===== src/rtl/sgr_pkg.sv =====
package sgr_pkg;

   localparam int unsigned GlyphCols = 5;
   localparam int unsigned GlyphRows = 7;
   localparam int unsigned GlyphSlots = 43;

   localparam logic [1:0] StatusOk = 2'd0;
   localparam logic [1:0] StatusNotReady = 2'd1;
   localparam logic [1:0] StatusParamError = 2'd2;

   localparam logic KindRect = 1'b0;
   localparam logic KindStatus = 1'b1;

   localparam logic [5:0] SlotLetters = 6'd10;
   localparam logic [5:0] SlotDash = 6'd36;
   localparam logic [5:0] SlotColon = 6'd37;
   localparam logic [5:0] SlotSlash = 6'd38;
   localparam logic [5:0] SlotDot = 6'd39;
   localparam logic [5:0] SlotPercent = 6'd40;
   localparam logic [5:0] SlotDegree = 6'd41;
   localparam logic [5:0] SlotBlank = 6'd42;

   localparam logic [7:0] CodeDegree = 8'hB0;

   typedef logic [0:GlyphCols-1][7:0] glyph_type;
   typedef logic [GlyphCols-1:0][GlyphRows-1:0] dot_mask_type;

   localparam glyph_type FontRom [0:GlyphSlots-1] = '{
      '{8'h3E, 8'h51, 8'h49, 8'h45, 8'h3E}, '{8'h00, 8'h42, 8'h7F, 8'h40, 8'h00},
      '{8'h42, 8'h61, 8'h51, 8'h49, 8'h46}, '{8'h21, 8'h41, 8'h45, 8'h4B, 8'h31},
      '{8'h18, 8'h14, 8'h12, 8'h7F, 8'h10}, '{8'h27, 8'h45, 8'h45, 8'h45, 8'h39},
      '{8'h3C, 8'h4A, 8'h49, 8'h49, 8'h30}, '{8'h01, 8'h71, 8'h09, 8'h05, 8'h03},
      '{8'h36, 8'h49, 8'h49, 8'h49, 8'h36}, '{8'h06, 8'h49, 8'h49, 8'h29, 8'h1E},
      '{8'h7E, 8'h11, 8'h11, 8'h11, 8'h7E}, '{8'h7F, 8'h49, 8'h49, 8'h49, 8'h36},
      '{8'h3E, 8'h41, 8'h41, 8'h41, 8'h22}, '{8'h7F, 8'h41, 8'h41, 8'h22, 8'h1C},
      '{8'h7F, 8'h49, 8'h49, 8'h49, 8'h41}, '{8'h7F, 8'h09, 8'h09, 8'h09, 8'h01},
      '{8'h3E, 8'h41, 8'h49, 8'h49, 8'h7A}, '{8'h7F, 8'h08, 8'h08, 8'h08, 8'h7F},
      '{8'h00, 8'h41, 8'h7F, 8'h41, 8'h00}, '{8'h20, 8'h40, 8'h41, 8'h3F, 8'h01},
      '{8'h7F, 8'h08, 8'h14, 8'h22, 8'h41}, '{8'h7F, 8'h40, 8'h40, 8'h40, 8'h40},
      '{8'h7F, 8'h02, 8'h0C, 8'h02, 8'h7F}, '{8'h7F, 8'h04, 8'h08, 8'h10, 8'h7F},
      '{8'h3E, 8'h41, 8'h41, 8'h41, 8'h3E}, '{8'h7F, 8'h09, 8'h09, 8'h09, 8'h06},
      '{8'h3E, 8'h41, 8'h51, 8'h21, 8'h5E}, '{8'h7F, 8'h09, 8'h19, 8'h29, 8'h46},
      '{8'h46, 8'h49, 8'h49, 8'h49, 8'h31}, '{8'h01, 8'h01, 8'h7F, 8'h01, 8'h01},
      '{8'h3F, 8'h40, 8'h40, 8'h40, 8'h3F}, '{8'h1F, 8'h20, 8'h40, 8'h20, 8'h1F},
      '{8'h7F, 8'h20, 8'h18, 8'h20, 8'h7F}, '{8'h63, 8'h14, 8'h08, 8'h14, 8'h63},
      '{8'h07, 8'h08, 8'h70, 8'h08, 8'h07}, '{8'h61, 8'h51, 8'h49, 8'h45, 8'h43},
      '{8'h08, 8'h08, 8'h08, 8'h08, 8'h08}, '{8'h00, 8'h36, 8'h36, 8'h00, 8'h00},
      '{8'h20, 8'h10, 8'h08, 8'h04, 8'h02}, '{8'h00, 8'h60, 8'h60, 8'h00, 8'h00},
      '{8'h23, 8'h13, 8'h08, 8'h64, 8'h62}, '{8'h02, 8'h05, 8'h02, 8'h00, 8'h00},
      '{8'h00, 8'h00, 8'h00, 8'h00, 8'h00}
   };

   typedef struct packed {
      logic [15:0] origin_x;
      logic [15:0] origin_y;
      logic [7:0]  char_code;
      logic [15:0] pixel_color;
      logic [7:0]  scale_factor;
   } req_type;

   typedef struct packed {
      logic        item_kind;
      logic [1:0]  status;
      logic [11:0] rect_x;
      logic [11:0] rect_y;
      logic [7:0]  rect_side;
      logic [15:0] rect_color;
      logic        last;
   } rsp_type;

   typedef struct packed {
      logic [11:0]  origin_x;
      logic [11:0]  origin_y;
      logic [15:0]  pixel_color;
      logic [7:0]   scale_factor;
      logic [1:0]   status;
      dot_mask_type dots;
   } cmd_type;

   function automatic logic [5:0] glyph_slot(input logic [7:0] code);
      logic [7:0] up;
      logic [5:0] slot;
      up = code;
      if (code >= 8'h61 && code <= 8'h7A) begin
         up = code - 8'h20;
      end
      priority if (code >= 8'h30 && code <= 8'h39) begin
         slot = 6'(code - 8'h30);
      end else if (up >= 8'h41 && up <= 8'h5A) begin
         slot = SlotLetters + 6'(up - 8'h41);
      end else if (code == 8'h2D) begin
         slot = SlotDash;
      end else if (code == 8'h3A) begin
         slot = SlotColon;
      end else if (code == 8'h2F) begin
         slot = SlotSlash;
      end else if (code == 8'h2E) begin
         slot = SlotDot;
      end else if (code == 8'h25) begin
         slot = SlotPercent;
      end else if (code == CodeDegree) begin
         slot = SlotDegree;
      end else begin
         slot = SlotBlank;
      end
      return slot;
   endfunction

   function automatic dot_mask_type glyph_dots(input logic [7:0] code);
      glyph_type    g;
      dot_mask_type m;
      g = FontRom[glyph_slot(code)];
      for (int c = 0; c < GlyphCols; c++) begin
         m[c] = g[c][GlyphRows-1:0];
      end
      return m;
   endfunction

endpackage


===== src/rtl/scaled_glyph_renderer.sv =====
// A character's first result reaches the result ports through the front command queue,
// the back end's command register and result queue. Results come one per cycle while
// the result queue has room; the back end walks the dot mask, one rectangle per set dot.
// A two-entry command queue and a two-entry result queue hold transactions on stalls.
// Reset: synchronous, active high; empties both queues and clears display_ready.
module scaled_glyph_renderer #(
   parameter int unsigned SCREEN_WIDTH = 320,
   parameter int unsigned SCREEN_HEIGHT = 240
) (
   input  logic             clock,
   input  logic             reset,
   input  logic             req_push,
   output logic             req_full,
   input  sgr_pkg::req_type req_data,
   output logic             rsp_empty,
   input  logic             rsp_pop,
   output sgr_pkg::rsp_type rsp_data,
   input  logic             csr_we,
   input  logic             csr_wdata
);

   logic             cmd_valid;
   logic             cmd_take;
   sgr_pkg::cmd_type cmd_data;

   sgr_front #(
      .SCREEN_WIDTH (SCREEN_WIDTH),
      .SCREEN_HEIGHT(SCREEN_HEIGHT)
   ) u_front (
      .clock    (clock),
      .reset    (reset),
      .req_push (req_push),
      .req_full (req_full),
      .req_data (req_data),
      .csr_we   (csr_we),
      .csr_wdata(csr_wdata),
      .cmd_valid(cmd_valid),
      .cmd_take (cmd_take),
      .cmd_data (cmd_data)
   );

   sgr_back u_back (
      .clock    (clock),
      .reset    (reset),
      .cmd_valid(cmd_valid),
      .cmd_take (cmd_take),
      .cmd_data (cmd_data),
      .rsp_empty(rsp_empty),
      .rsp_pop  (rsp_pop),
      .rsp_data (rsp_data)
   );

endmodule


===== src/rtl/sgr_front.sv =====
module sgr_front #(
   parameter int unsigned SCREEN_WIDTH = 320,
   parameter int unsigned SCREEN_HEIGHT = 240
) (
   input  logic             clock,
   input  logic             reset,
   input  logic             req_push,
   output logic             req_full,
   input  sgr_pkg::req_type req_data,
   input  logic             csr_we,
   input  logic             csr_wdata,
   output logic             cmd_valid,
   input  logic             cmd_take,
   output sgr_pkg::cmd_type cmd_data
);

   logic             display_ready_ff;
   sgr_pkg::cmd_type queue_ff [2];
   logic             wr_ptr_ff, wr_ptr_in;
   logic             rd_ptr_ff, rd_ptr_in;
   logic [1:0]       count_ff, count_in;
   logic             push_ok;
   logic             pop_ok;
   logic [16:0]      right_edge;
   logic [16:0]      bottom_edge;
   sgr_pkg::cmd_type classified;

   assign req_full  = (count_ff == 2'd2);
   assign cmd_valid = (count_ff != 2'd0);
   assign cmd_data  = queue_ff[rd_ptr_ff];
   assign push_ok   = req_push && !req_full;
   assign pop_ok    = cmd_take && cmd_valid;

   always_comb begin
      right_edge  = {1'b0, req_data.origin_x} + 17'(req_data.scale_factor) * 17'd5;
      bottom_edge = {1'b0, req_data.origin_y} + 17'(req_data.scale_factor) * 17'd7;
      classified.origin_x     = req_data.origin_x[11:0];
      classified.origin_y     = req_data.origin_y[11:0];
      classified.pixel_color  = req_data.pixel_color;
      classified.scale_factor = req_data.scale_factor;
      classified.dots         = sgr_pkg::glyph_dots(req_data.char_code);
      priority if (!display_ready_ff) begin
         classified.status = sgr_pkg::StatusNotReady;
         classified.dots   = '0;
      end else if (req_data.scale_factor == 8'd0 ||
                   right_edge > 17'(SCREEN_WIDTH) ||
                   bottom_edge > 17'(SCREEN_HEIGHT)) begin
         classified.status = sgr_pkg::StatusParamError;
         classified.dots   = '0;
      end else begin
         classified.status = sgr_pkg::StatusOk;
      end
   end

   always_comb begin
      wr_ptr_in = push_ok ? !wr_ptr_ff : wr_ptr_ff;
      rd_ptr_in = pop_ok ? !rd_ptr_ff : rd_ptr_ff;
      count_in  = count_ff + 2'(push_ok) - 2'(pop_ok);
   end

   always_ff @(posedge clock) begin
      if (reset) begin
         display_ready_ff <= 1'b0;
         wr_ptr_ff        <= 1'b0;
         rd_ptr_ff        <= 1'b0;
         count_ff         <= 2'd0;
      end else begin
         if (csr_we) begin
            display_ready_ff <= csr_wdata;
         end
         wr_ptr_ff <= wr_ptr_in;
         rd_ptr_ff <= rd_ptr_in;
         count_ff  <= count_in;
      end
   end

   always_ff @(posedge clock) begin
      if (push_ok) begin
         queue_ff[wr_ptr_ff] <= classified;
      end
   end

endmodule


===== src/rtl/sgr_back.sv =====
module sgr_back (
   input  logic             clock,
   input  logic             reset,
   input  logic             cmd_valid,
   output logic             cmd_take,
   input  sgr_pkg::cmd_type cmd_data,
   output logic             rsp_empty,
   input  logic             rsp_pop,
   output sgr_pkg::rsp_type rsp_data
);

   logic                  busy_ff, busy_in;
   sgr_pkg::cmd_type      cmd_ff;
   sgr_pkg::dot_mask_type dots_ff, dots_in;
   logic                  load;
   logic                  emit;
   logic                  can_emit;
   logic [2:0]            hit_col;
   logic [2:0]            hit_row;
   logic [6:0]            col_bits;
   logic [10:0]           col_offset;
   logic [10:0]           row_offset;
   sgr_pkg::rsp_type      item;

   sgr_pkg::rsp_type      out_ff [2];
   logic                  out_wr_ff;
   logic                  out_rd_ff;
   logic [1:0]            out_count_ff;
   logic                  out_pop;

   assign rsp_empty = (out_count_ff == 2'd0);
   assign rsp_data  = out_ff[out_rd_ff];
   assign out_pop   = rsp_pop && !rsp_empty;
   assign can_emit  = (out_count_ff != 2'd2) || out_pop;
   assign emit      = busy_ff && can_emit;

   always_comb begin
      hit_col = 3'd0;
      for (int c = sgr_pkg::GlyphCols - 1; c >= 0; c--) begin
         if (|dots_ff[c]) begin
            hit_col = 3'(c);
         end
      end
      col_bits = dots_ff[hit_col];
      hit_row  = 3'd0;
      for (int r = sgr_pkg::GlyphRows - 1; r >= 0; r--) begin
         if (col_bits[r]) begin
            hit_row = 3'(r);
         end
      end
      col_offset = 11'(hit_col) * 11'(cmd_ff.scale_factor);
      row_offset = 11'(hit_row) * 11'(cmd_ff.scale_factor);
   end

   always_comb begin
      item    = '0;
      dots_in = dots_ff;
      busy_in = busy_ff;
      load    = 1'b0;
      if (!busy_ff) begin
         load = cmd_valid;
      end else if (emit) begin
         if (dots_ff != '0) begin
            item.item_kind  = sgr_pkg::KindRect;
            item.status     = sgr_pkg::StatusOk;
            item.rect_x     = cmd_ff.origin_x + 12'(col_offset);
            item.rect_y     = cmd_ff.origin_y + 12'(row_offset);
            item.rect_side  = cmd_ff.scale_factor;
            item.rect_color = cmd_ff.pixel_color;
            item.last       = 1'b0;
            dots_in[hit_col][hit_row] = 1'b0;
         end else begin
            item.item_kind = sgr_pkg::KindStatus;
            item.status    = cmd_ff.status;
            item.last      = 1'b1;
            load           = cmd_valid;
         end
      end
      if (load) begin
         busy_in = 1'b1;
         dots_in = cmd_data.dots;
      end else if (emit && dots_ff == '0) begin
         busy_in = 1'b0;
      end
   end

   assign cmd_take = load;

   always_ff @(posedge clock) begin
      if (reset) begin
         busy_ff      <= 1'b0;
         out_wr_ff    <= 1'b0;
         out_rd_ff    <= 1'b0;
         out_count_ff <= 2'd0;
      end else begin
         busy_ff <= busy_in;
         if (emit) begin
            out_wr_ff <= !out_wr_ff;
         end
         if (out_pop) begin
            out_rd_ff <= !out_rd_ff;
         end
         out_count_ff <= out_count_ff + 2'(emit) - 2'(out_pop);
      end
   end

   always_ff @(posedge clock) begin
      dots_ff <= dots_in;
      if (load) begin
         cmd_ff <= cmd_data;
      end
      if (emit) begin
         out_ff[out_wr_ff] <= item;
      end
   end

endmodule


===== config.mk =====
export PLATFORM = sky130hd
export DESIGN_NAME = scaled_glyph_renderer
export DESIGN_NICKNAME = d
export VERILOG_FILES = /design/src/rtl/sgr_pkg.sv /design/src/rtl/scaled_glyph_renderer.sv /design/src/rtl/sgr_front.sv /design/src/rtl/sgr_back.sv
export SDC_FILE = /design/constraint.sdc
export NUM_CORES = 1
export LEC_CHECK = 0
export BUFFER_PORTS_ARGS = -buffer_cell sky130_fd_sc_hd__buf_2
export CAP_MARGIN = 20
export CORE_ASPECT_RATIO = 2
export CORE_MARGIN = 3
export CORE_UTILIZATION = 40
export DETAILED_ROUTE_END_ITERATION = 10
export HOLD_SLACK_MARGIN = 0.08
export PLACE_DENSITY = 0.58
export RECOVER_POWER = 100
export SETUP_SLACK_MARGIN = 0.3
export SYNTH_ARGS = -nofsm -noshare
export SYNTH_HDL_FRONTEND = slang
export SYNTH_SLANG_ARGS = --single-unit

===== constraint.sdc =====
create_clock -name clock -period 13.8 [get_ports clock]
set_clock_uncertainty 0.05 [all_clocks]
set_input_delay 2.76 -clock clock [delete_from_list [all_inputs] [get_ports clock]]
set_output_delay 2.76 -clock clock [all_outputs]
set_load 0.02 [all_outputs]

==> impl_metrics.json, run 1 <==
{
  "outcome": "complete, but fails checks",
  "violations": "capacitance limit, slew limit",
  "cts_resized": 0,
  "synth_compound_area_share_pct": 12.2,
  "die_h_um": 327,
  "netlist-cell-type-count": 82,
  "required_ns": 14.03,
  "period_needed_ns": 7.56,
  "slew_viol_final": 553,
  "drt-vias-per-instance": 5.59,
  "cp-end-kind": "register",
  "synth-adder-area-share_pct": 10.8,
  "die_width_um": 166,
  "drt-initial-drc-count": 1250,
  "met1_usage_pct": 21.0,
  "htreeDepth": 1,
  "worstSetupPathType": "in2reg",
  "ys.flop_type": "edfxtp_1",
  "setup_viol": 0,
  "hpwl_mm": 39.9,
  "busiest_layer": "met2",
  "internal-power_w": 0.00283,
  "drive_gt1_share_pct": 11.2,
  "avgSynthCellArea_sq_um": 12.0,
  "slew_headroom_pct": -193,
  "combPwrFrac_pct": 36.8,
  "seq_power_share_pct": 40.9,
  "hold_class": "reg2reg",
  "grt_pass1_wl_mm": 84.2,
  "fin_nets": 2027,
  "grt_pass1_vias": 14300,
  "synth_area_sq_um": 20600,
  "grt_setup_unrepaired": "false",
  "cp_slowest_cell": "a2111oi_0",
  "grt-ovfl-total": 0,
  "wire_per_inst_um": 21.8,
  "synth_top_family_by_area": "compound AO/OA/AOI/OAI gates",
  "yosys.area_share.simple_pct": 10.3,
  "first_pass_iters": 6,
  "ys_seq_area_share_pct": 53.3,
  "ys_seq_elements": 369,
  "switchingPower_w": 0.00158,
  "ys_async_sr_fraction_pct": 0,
  "synth-edff-count": 357,
  "swShare_pct": 35.9,
  "wl_mm": 54.2,
  "rows": 117,
  "crit_fanout": 32,
  "cp.arrival_ns": 7.79,
  "cts_buffer_depth": 3,
  "finalSetupTns_ns": 0,
  "crit_buf_inv": 4,
  "grt_start_max_net_pins": 71,
  "gr-usage-met2_pct": 38.2,
  "critical-path-max-stage-delay_ns": 0.85,
  "grtUsageTotal_pct": 19.7,
  "cts.sinks": 369,
  "path_clk_slew_ns": 0.08,
  "clkPwrFrac_pct": 22.2,
  "cts_root_buffer": "clkbuf_16",
  "cts_buffers": 31,
  "cts_tree": "done",
  "syn_nets": 1928,
  "use_met3_pct": 1.93,
  "initial_core_util_pct": 40.4,
  "drv_cap": 12,
  "synth_xor_area_share_pct": 1.45,
  "io_buffers": 123,
  "cp-start-kind": "input port",
  "p_leak_nw": 8.20,
  "drtAntennaViolNets": 0,
  "routabilityCongestion": 1.02,
  "period_share_pct": 54.8,
  "clock_latency_ns": 0.60,
  "die_area_sq_um": 54400,
  "antenna_found_initial": 0,
  "crit_family": "compound AO/OA/AOI/OAI gates",
  "fmax_mhz": 132,
  "tightest_slew_ns": 4.39,
  "utilization_pct": 44.7,
  "path_cells": "clkbuf_1 > ha_1 > inv_1 > fa_1 > inv_1 > ha_1 > o21ai_1 > o31ai_1 > a31oi_1 > o211a_1 > a311o_1 > nor4_1 > nand4_1 > clkbuf_1 > a2111oi_0",
  "vias": 13900,
  "finalHoldViolCount": 0,
  "ioPinCount": 124,
  "synth_cells": 1711,
  "synthMuxAreaShare_pct": 7.70,
  "post-cts-setup-buffer-count": 0,
  "hold_buffers": 0,
  "area_growth_pct": 10.7,
  "peakVddDrop_mv": 0.155,
  "p_per_area_nw_per_um2": 194,
  "drc_errors": 0,
  "yosys_warnings": 0,
  "core_sq_um": 50900
}
-- kinds of logic after synthesis --
kind of cell               count (synthesis)
muxes                                    145
xor gates and xnor gates                  34
AOI/OAI and AO/OA                        372
DFF                                      369
and+or+nand+nor                          432
buffers and inverters                    212
adders and majority gates                147
-- Yosys cell counts, types with 7 or more instances --
cell type | number | area, sq um
buf_4 | 8 | 60.1
o21a_1 | 11 | 82.6
xor2_1 | 12 | 105
mux2_2 | 102 | 1150
a211oi_1 | 15 | 113
a21oi_1 | 82 | 410
clkbuf_1 | 37 | 139
buf_1 | 9 | 33.8
fa_1 | 51 | 1020
nor2_1 | 125 | 469
dfxtp_1 | 12 | 240
buf_2 | 23 | 115
xnor2_1 | 22 | 193
inv_1 | 129 | 484
a21o_1 | 16 | 120
nand4_1 | 9 | 56.3
ha_1 | 96 | 1200
nor3_1 | 27 | 135
a221o_1 | 7 | 70.1
and2_1 | 61 | 382
o311ai_0 | 11 | 96.3
nand2_1 | 104 | 390
o21ai_1 | 16 | 80.1
nor4_1 | 7 | 43.8
nand2b_1 | 13 | 81.3
a221oi_1 | 23 | 201
o21ai_0 | 76 | 380
a31oi_1 | 15 | 93.8
mux2i_1 | 42 | 420
nand3_1 | 31 | 155
edfxtp_1 | 357 | 10700
o211ai_1 | 24 | 180
-- power by group through the flow --
stage | clock network [W] | logic [W] | registers (W)
4_1_cts | 0.00101 | 0.00166 | 0.00179
3_5_place_dp | 0 | 0.00166 | 0.00182
5_1_grt | 0.00105 | 0.00184 | 0.00184
3_3_place_gp | 0 | 0.00163 | 0.00181
2_1_floorplan | 0 | 0.00123 | 0.00174
6_report | 0.000980 | 0.00163 | 0.00181
-- area by class of cell --
type | count | area [sq um]
antenna | 2 | 5.00
clock buffer | 33 | 783
clock inverter | 24 | 358
fill | 4758 | 28200
inverter | 131 | 492
multi-input combinational | 1130 | 8740
sequential | 369 | 11000
tap | 654 | 818
timing repair buffer | 147 | 631
-- routing by layer --
| metal | part of all wire (%) | vias up |
|---|---|---|
| met1 | 36 | 6776 |
| met4 | 5.5 | 0 |
| li1 | - | 6511 |
| met5 | 0 | - |
| met2 | 55 | 471 |
| met3 | 3.8 | 161 |
-- through the flow --
step           area [sq um]  hold slack, ns  instances  worst slack [ns]  power (W)
6_report              22800           0.462       2490              6.24    0.00441
5_1_grt               22800           0.497       2488              5.85    0.00472
4_1_cts               23000           0.475       2487              6.85    0.00447
3_5_place_dp          21900           0.453       2430              6.58    0.00347
3_3_place_gp          21900           0.439       2430              6.67    0.00344
2_1_floorplan         20600           0.421       1711              6.83    0.00297
-- path summary, 6_finish.rpt --
kind / startpoint / end / slack [ns] / cells past startpoint
max: req_data[4] / u_front.queue_ff[1][7]$_DFFE_PP_ / 6.24 / 15
min: u_back.out_rd_ff$_SDFFE_PP0P_ / register / 0.46 / 2
max reg2reg: u_back.dots_ff[4]$_DFFE_PP_ / u_back.out_ff[1][36]$_DFFE_PP_ / 6.74 / 19
min reg2reg: u_back.out_rd_ff$_SDFFE_PP0P_ / register / 0.46 / 2
-- tightest hold or removal path: stages, from the launching register on --
cell and delay (ns):
dfxtp_1 0.33, xor2_1 0.08, nor2_1 0.07
-- sequential cells by signal, indices dropped and copies added, names as in the netlist, named ones only --
register,count
u_back.out_ff,102
u_front.wr_ptr_ff,1
u_front.rd_ptr_ff,1
u_back.cmd_ff,50
u_front.display_ready_ff,1
u_back.out_count_ff,2
u_back.out_rd_ff,1
u_front.queue_ff,170
u_back.out_wr_ff,1
u_front.count_ff,2
u_back.busy_ff,1
u_back.dots_ff,35
-- cells in the final DEF, fill, tap and decap left out, types with 27 or more instances in the layout --
cell type	Yosys	final
a21oi_1	82	81
and2_0	0	33
and2_1	61	28
buf_2	23	33
clkbuf_1	37	106
clkbuf_16	0	31
edfxtp_1	357	357
fa_1	51	51
ha_1	96	96
inv_1	129	130
mux2_2	102	85
mux2i_1	42	42
nand2_1	104	104
nand3_1	31	31
nor2_1	125	123
nor3_1	27	27
o21ai_0	76	81
No activity file was read; power rests on OpenSTA's default activity.
==> run 2, diff against run 1 <==
Clock period 13.8 ns to 7.3 ns, I/O delays scaled along.
==> impl_metrics.json, run 2 (synthesized netlist as in run 1, its figures left out) <==
{
  "critical-path-max-stage-delay_ns": 0.63,
  "required_ns": 7.56,
  "cts_buffers": 30,
  "cts_resized": 0,
  "hold_class": "reg2reg",
  "initial_core_util_pct": 40.4,
  "cp_slowest_cell": "nor2_1",
  "ioPinCount": 124,
  "wire_per_inst_um": 21.9,
  "io_buffers": 123,
  "core_sq_um": 50900,
  "period_needed_ns": 6.25,
  "violations": "capacitance limit, slew limit",
  "drtAntennaViolNets": 0,
  "r2r_slack_ns": 1.05,
  "grt_pass1_wl_mm": 83.7,
  "htreeDepth": 1,
  "crit_family": "simple AND/OR/NAND/NOR gates",
  "area_growth_pct": 9.95,
  "routabilityCongestion": 0.964,
  "period_share_pct": 85.6,
  "finalSetupTns_ns": 0,
  "die_area_sq_um": 54400,
  "setup_viol": 0,
  "mostFrequentLayoutCell": "edfxtp_1",
  "path_clk_slew_ns": 0.07,
  "cp.arrival_ns": 6.51,
  "first_pass_iters": 7,
  "outcome": "complete, but fails checks",
  "grt-ovfl-total": 0,
  "slew_headroom_pct": -165,
  "largest-register": "u_front.queue_ff",
  "path_common_cell": "a21oi_1",
  "drt-vias-per-instance": 5.57,
  "worstSetupPathType": "reg2reg",
  "drt-initial-drc-count": 968,
  "antenna_cells": 0,
  "tightest_slew_ns": 3.97,
  "grt_start_max_net_pins": 63,
  "post-cts-setup-buffer-count": 0,
  "hold_buffers": 0,
  "drive_gt1_share_pct": 11.5,
  "drc_errors": 0,
  "drv_cap": 14,
  "cp-start-kind": "register",
  "antenna_found_initial": 0,
  "pre_cts_ws_ns": 1.26,
  "layout_common_cells": "edfxtp_1 (357), inv_1 (129), nor2_1 (122), nand2_1 (104), clkbuf_1 (97)",
  "die_h_um": 327,
  "biggestRegsByFlops": "u_front.queue_ff x170, u_back.out_ff x102, u_back.cmd_ff x50",
  "cts_tree": "done",
  "crit_buf_inv": 2,
  "fmax_mhz": 160,
  "vias": 13900,
  "grt_pass1_vias": 14300,
  "wl_mm": 54.6,
  "rows": 117,
  "grt_setup_unrepaired": "false",
  "multi_input_area_sq_um": 8750,
  "path_cells": "nor4_1 > nand4_1 > nor2_1 > a21oi_1 > o21a_1 > nor2_1 > clkbuf_1 > nand2_1 > fa_1 > fa_1 > inv_1 > fa_1 > a21o_1 > a21oi_1 > o21bai_1 > a21oi_1 > o21bai_1 > a21oi_1 > o21ai_0 > xnor2_1 > nor2_1",
  "fin_nets": 2027,
  "grtUsageTotal_pct": 19.5,
  "finalHoldViolCount": 0,
  "peakVddDrop_mv": 0.218,
  "final.fill_count": 4747,
  "cp-end-kind": "register",
  "hold_ws_ns": 0.456,
  "cts_buffer_depth": 3,
  "clock_latency_ns": 0.60,
  "cts.sinks": 369,
  "seqCellArea_sq_um": 11000,
  "cts_root_buffer": "clkbuf_16",
  "p_leak_nw": 8.15,
  "setup_ws_ns": 1.05,
  "die_width_um": 166,
  "crit_fanout": 12,
  "p_per_area_nw_per_um2": 361,
  "hpwl_mm": 40.3,
  "slew_viol_final": 614,
  "largest_register_ffs": 170
}
run 2: cell count changes in the layout (fill, tap and decap cells not counted), moves of 2 or more:
| cell | delta |
|---|---|
| a2111oi_0 | -2 |
| a2111oi_2 | +2 |
| buf_2 | +10 |
| buf_4 | +2 |
| bufinv_16 | -6 |
| clkbuf_1 | -9 |
| clkinv_2 | +5 |
| diode_2 | -2 |
| inv_6 | -2 |
| inv_8 | -2 |
| mux2_1 | +4 |
| mux2_2 | -4 |
run 2: through the flow:
step	utilization (%)	power [W]	instance area, sq um	std cells
finish	44.4	0.00816	22600	2487
detailed placement	42.9	0.00665	21900	2432
global route	44.4	0.00869	22600	2487
floorplan	-	0.00562	20600	1711
global placement	42.9	0.00661	21900	2432
CTS	44.8	0.00826	22800	2487
run 2: worst min-delay path: stages (launching register included):
cell     delay (ns)
dfxtp_1        0.32
xor2_1         0.08
nor2_1         0.07
run 2: report_power, final:
part           switching, W  internal (W)
registers          0.000304       0.00313
logic               0.00198       0.00117
clock network      0.000754      0.000832
run 2: layout make-up:
class | instances | share of cell area (%)
inverter | 131 | 2.17
multi-input combinational | 1130 | 38.7
tap | 654 | 3.62
clock inverter | 21 | 0.835
sequential | 369 | 48.4
clock buffer | 34 | 3.38
timing repair buffer | 148 | 2.89
run 2: routing by layer:
layer  vias to the layer above  wire [um]  track usage [%]
li1                       6501          -                -
met1                      6744      19000             20.2
met2                       462      30300             38.5
met3                       157       2150             2.11
met4                         0       3150             9.57
met5                         -          0                0
run 2: final timing paths:
kind,from,endpoint,depth (start not counted)
min reg2reg,u_back.out_rd_ff$_SDFFE_PP0P_,u_back.out_rd_ff$_SDFFE_PP0P_,2
max,u_back.dots_ff[4]$_DFFE_PP_,u_back.out_ff[1][36]$_DFFE_PP_,21
min,u_back.out_rd_ff$_SDFFE_PP0P_,u_back.out_rd_ff$_SDFFE_PP0P_,2
max reg2reg,u_back.dots_ff[4]$_DFFE_PP_,u_back.out_ff[1][36]$_DFFE_PP_,21
==> run 3, diff against run 2 <==
--- a/config.mk
+++ b/config.mk
@@ -13,5 +13,5 @@
 export DETAILED_ROUTE_END_ITERATION = 10
 export HOLD_SLACK_MARGIN = 0.08
-export PLACE_DENSITY = 0.58
+export PLACE_DENSITY = 0.61
 export RECOVER_POWER = 100
 export SETUP_SLACK_MARGIN = 0.3
--- a/constraint.sdc
+++ b/constraint.sdc
@@ -3,3 +3,3 @@
 set_input_delay 1.46 -clock clock [delete_from_list [all_inputs] [get_ports clock]]
 set_output_delay 1.46 -clock clock [all_outputs]
-set_load 0.02 [all_outputs]
+set_load 0.01 [all_outputs]
==> impl_metrics.json, run 3 (synthesized netlist as in run 1, its figures left out) <==
{
  "ioPinCount": 124,
  "cts.sinks": 369,
  "cts_resized": 0,
  "htreeDepth": 1,
  "cts_buffers": 29,
  "largest-register": "u_front.queue_ff",
  "vias": 13900,
  "drc_errors": 0,
  "path_clk_slew_ns": 0.07,
  "drt-initial-drc-count": 872,
  "finalSetupTns_ns": 0,
  "cp.arrival_ns": 6.76,
  "cp-end-kind": "register",
  "setup_viol": 0,
  "hold_buffers": 0,
  "post-cts-setup-buffer-count": 0,
  "grt_pass1_wl_mm": 83.6,
  "fin_nets": 2027,
  "die_area_sq_um": 54400,
  "switchingPower_w": 0.00289,
  "fmax_mhz": 154,
  "cts_buffer_depth": 3,
  "area_growth_pct": 9.44,
  "drv_cap": 11,
  "reg2reg_depth": 21,
  "die_width_um": 166,
  "drt-vias-per-instance": 5.60,
  "worstSetupPathType": "in2reg",
  "biggestRegsByFlops": "u_front.queue_ff x170, u_back.out_ff x102, u_back.cmd_ff x50",
  "largest_register_ffs": 170,
  "cts_root_buffer": "clkbuf_16",
  "drtAntennaViolNets": 0,
  "hold_end": "u_front.rd_ptr_ff$_SDFFE_PP0P_",
  "period_share_pct": 89.2,
  "die_h_um": 327,
  "grt_setup_unrepaired": "false",
  "hold_ws_ns": 0.470,
  "setup_ws_ns": 0.790,
  "violations": "capacitance limit, slew limit",
  "final.fill_count": 4742,
  "hpwl_mm": 40.3,
  "peakVddDrop_mv": 0.252,
  "grtUsageTotal_pct": 19.5,
  "p_per_area_nw_per_um2": 353,
  "rr_endpoint": "u_back.out_ff[0][36]$_DFFE_PP_",
  "hp-start": "u_front.rd_ptr_ff$_SDFFE_PP0P_",
  "io_buffers": 123,
  "rows": 117,
  "first_pass_iters": 5,
  "crit_fanout": 30,
  "slew_headroom_pct": -170,
  "antenna_cells": 0,
  "wire_per_inst_um": 21.8,
  "layout_common_cells": "edfxtp_1 (357), inv_1 (129), nor2_1 (123), clkbuf_1 (107), nand2_1 (104)",
  "slew_viol_final": 529,
  "drive_gt1_share_pct": 10.5,
  "wl_mm": 54.2,
  "antenna_found_initial": 0,
  "finalHoldViolCount": 0,
  "hold_class": "reg2reg",
  "clkPwrFrac_pct": 18.9,
  "utilization_pct": 44.2,
  "swShare_pct": 36.3,
  "combPwrFrac_pct": 38.2,
  "worstHoldPathCells": 2,
  "cts_tree": "done",
  "seq_power_share_pct": 42.9,
  "internal-power_w": 0.00507,
  "r2r_slack_ns": 0.83,
  "routabilityCongestion": 1.00,
  "pre_cts_ws_ns": 0.923,
  "p_leak_nw": 8.10,
  "grt_pass1_vias": 14300,
  "r2r-start": "u_back.dots_ff[18]$_DFFE_PP_",
  "grt-ovfl-total": 0,
  "grt_start_max_net_pins": 66,
  "clock_latency_ns": 0.59,
  "required_ns": 7.55,
  "initial_core_util_pct": 40.4,
  "mostFrequentLayoutCell": "edfxtp_1",
  "cp-start-kind": "input port",
  "core_sq_um": 50900,
  "outcome": "complete, but fails checks",
  "tightest_slew_ns": 4.05,
  "period_needed_ns": 6.51
}
==> run 3: cell types whose count changed in the layout (fill, tap and decap cells not counted), sizes merged <==
| cell | delta |
|---|---|
| bufinv | -1 |
| clkinvlp | -3 |
| buf | -7 |
| clkinv | -1 |
| clkbuf | +9 |
| inv | +2 |
==> run 3: routing by layer <==
layer / track usage (%) / routed length [um] / share of wire, % / vias up
li1: - / - / - / 6489
met1: 20.5 / 19100 / 35 / 6837
met2: 38.3 / 30200 / 56 / 462
met3: 1.95 / 2040 / 3.8 / 144
met4: 9.32 / 2840 / 5.2 / 0
met5: 0 / 0 / 0 / -
==> run 3: power by group through the flow <==
stage | clock, W | sequential, W | combinational (W)
after floorplan | 0 | 0.00329 | 0.00221
after global placement | 0 | 0.00340 | 0.00308
after detailed placement | 0 | 0.00342 | 0.00310
after CTS | 0.00155 | 0.00338 | 0.00312
final | 0.00150 | 0.00341 | 0.00304
after global routing | 0.00163 | 0.00346 | 0.00339
==> run 3: final cells by class <==
class	count	area, sq um	area share [%]
Inverter	131	492	2.18
Sequential cell	369	11000	48.7
Timing Repair Buffer	149	652	2.89
Clock buffer	35	748	3.32
Multi-Input combinational cell	1130	8720	38.7
Tap cell	654	818	3.63
Clock inverter	18	133	0.589
==> run 3: worst max-delay path: stages <==
cell	delay [ns]
clkbuf_1	0.41
fa_1	0.51
inv_1	0.08
fa_1	0.43
inv_1	0.12
ha_1	0.24
a211oi_1	0.30
nor3b_1	0.12
o21ai_0	0.53
xnor2_1	0.19
o41ai_1	0.09
nor4_1	0.50
nand4_1	0.39
clkbuf_1	0.64
a2111oi_0	0.75
==> run 3: worst max path at each step <==
stage / slack [ns] / endpoint / cells past startpoint / from
floorplan: 1.63 / u_front.queue_ff[0][0]$_DFFE_PP_ / 2 / req_push
global placement: 1.02 / u_back.out_ff[0][36]$_DFFE_PP_ / 22 / u_back.dots_ff[18]$_DFFE_PP_
detailed placement: 0.92 / u_back.out_ff[0][36]$_DFFE_PP_ / 21 / u_back.dots_ff[18]$_DFFE_PP_
CTS: 0.90 / u_back.out_ff[0][36]$_DFFE_PP_ / 21 / u_back.dots_ff[18]$_DFFE_PP_
global route: 0.36 / u_front.queue_ff[1][7]$_DFFE_PP_ / 15 / req_data[2]
finish: 0.79 / u_front.queue_ff[1][24]$_DFFE_PP_ / 15 / req_data[2]
==> run 3: stage by stage <==
stage / cell area [sq um] / instances / power [W]
6_report: 22500 / 2486 / 0.00795
5_1_grt: 22500 / 2486 / 0.00848
4_1_cts: 22700 / 2486 / 0.00805
3_5_place_dp: 21900 / 2433 / 0.00652
3_3_place_gp: 21900 / 2433 / 0.00648
2_1_floorplan: 20600 / 1711 / 0.00551
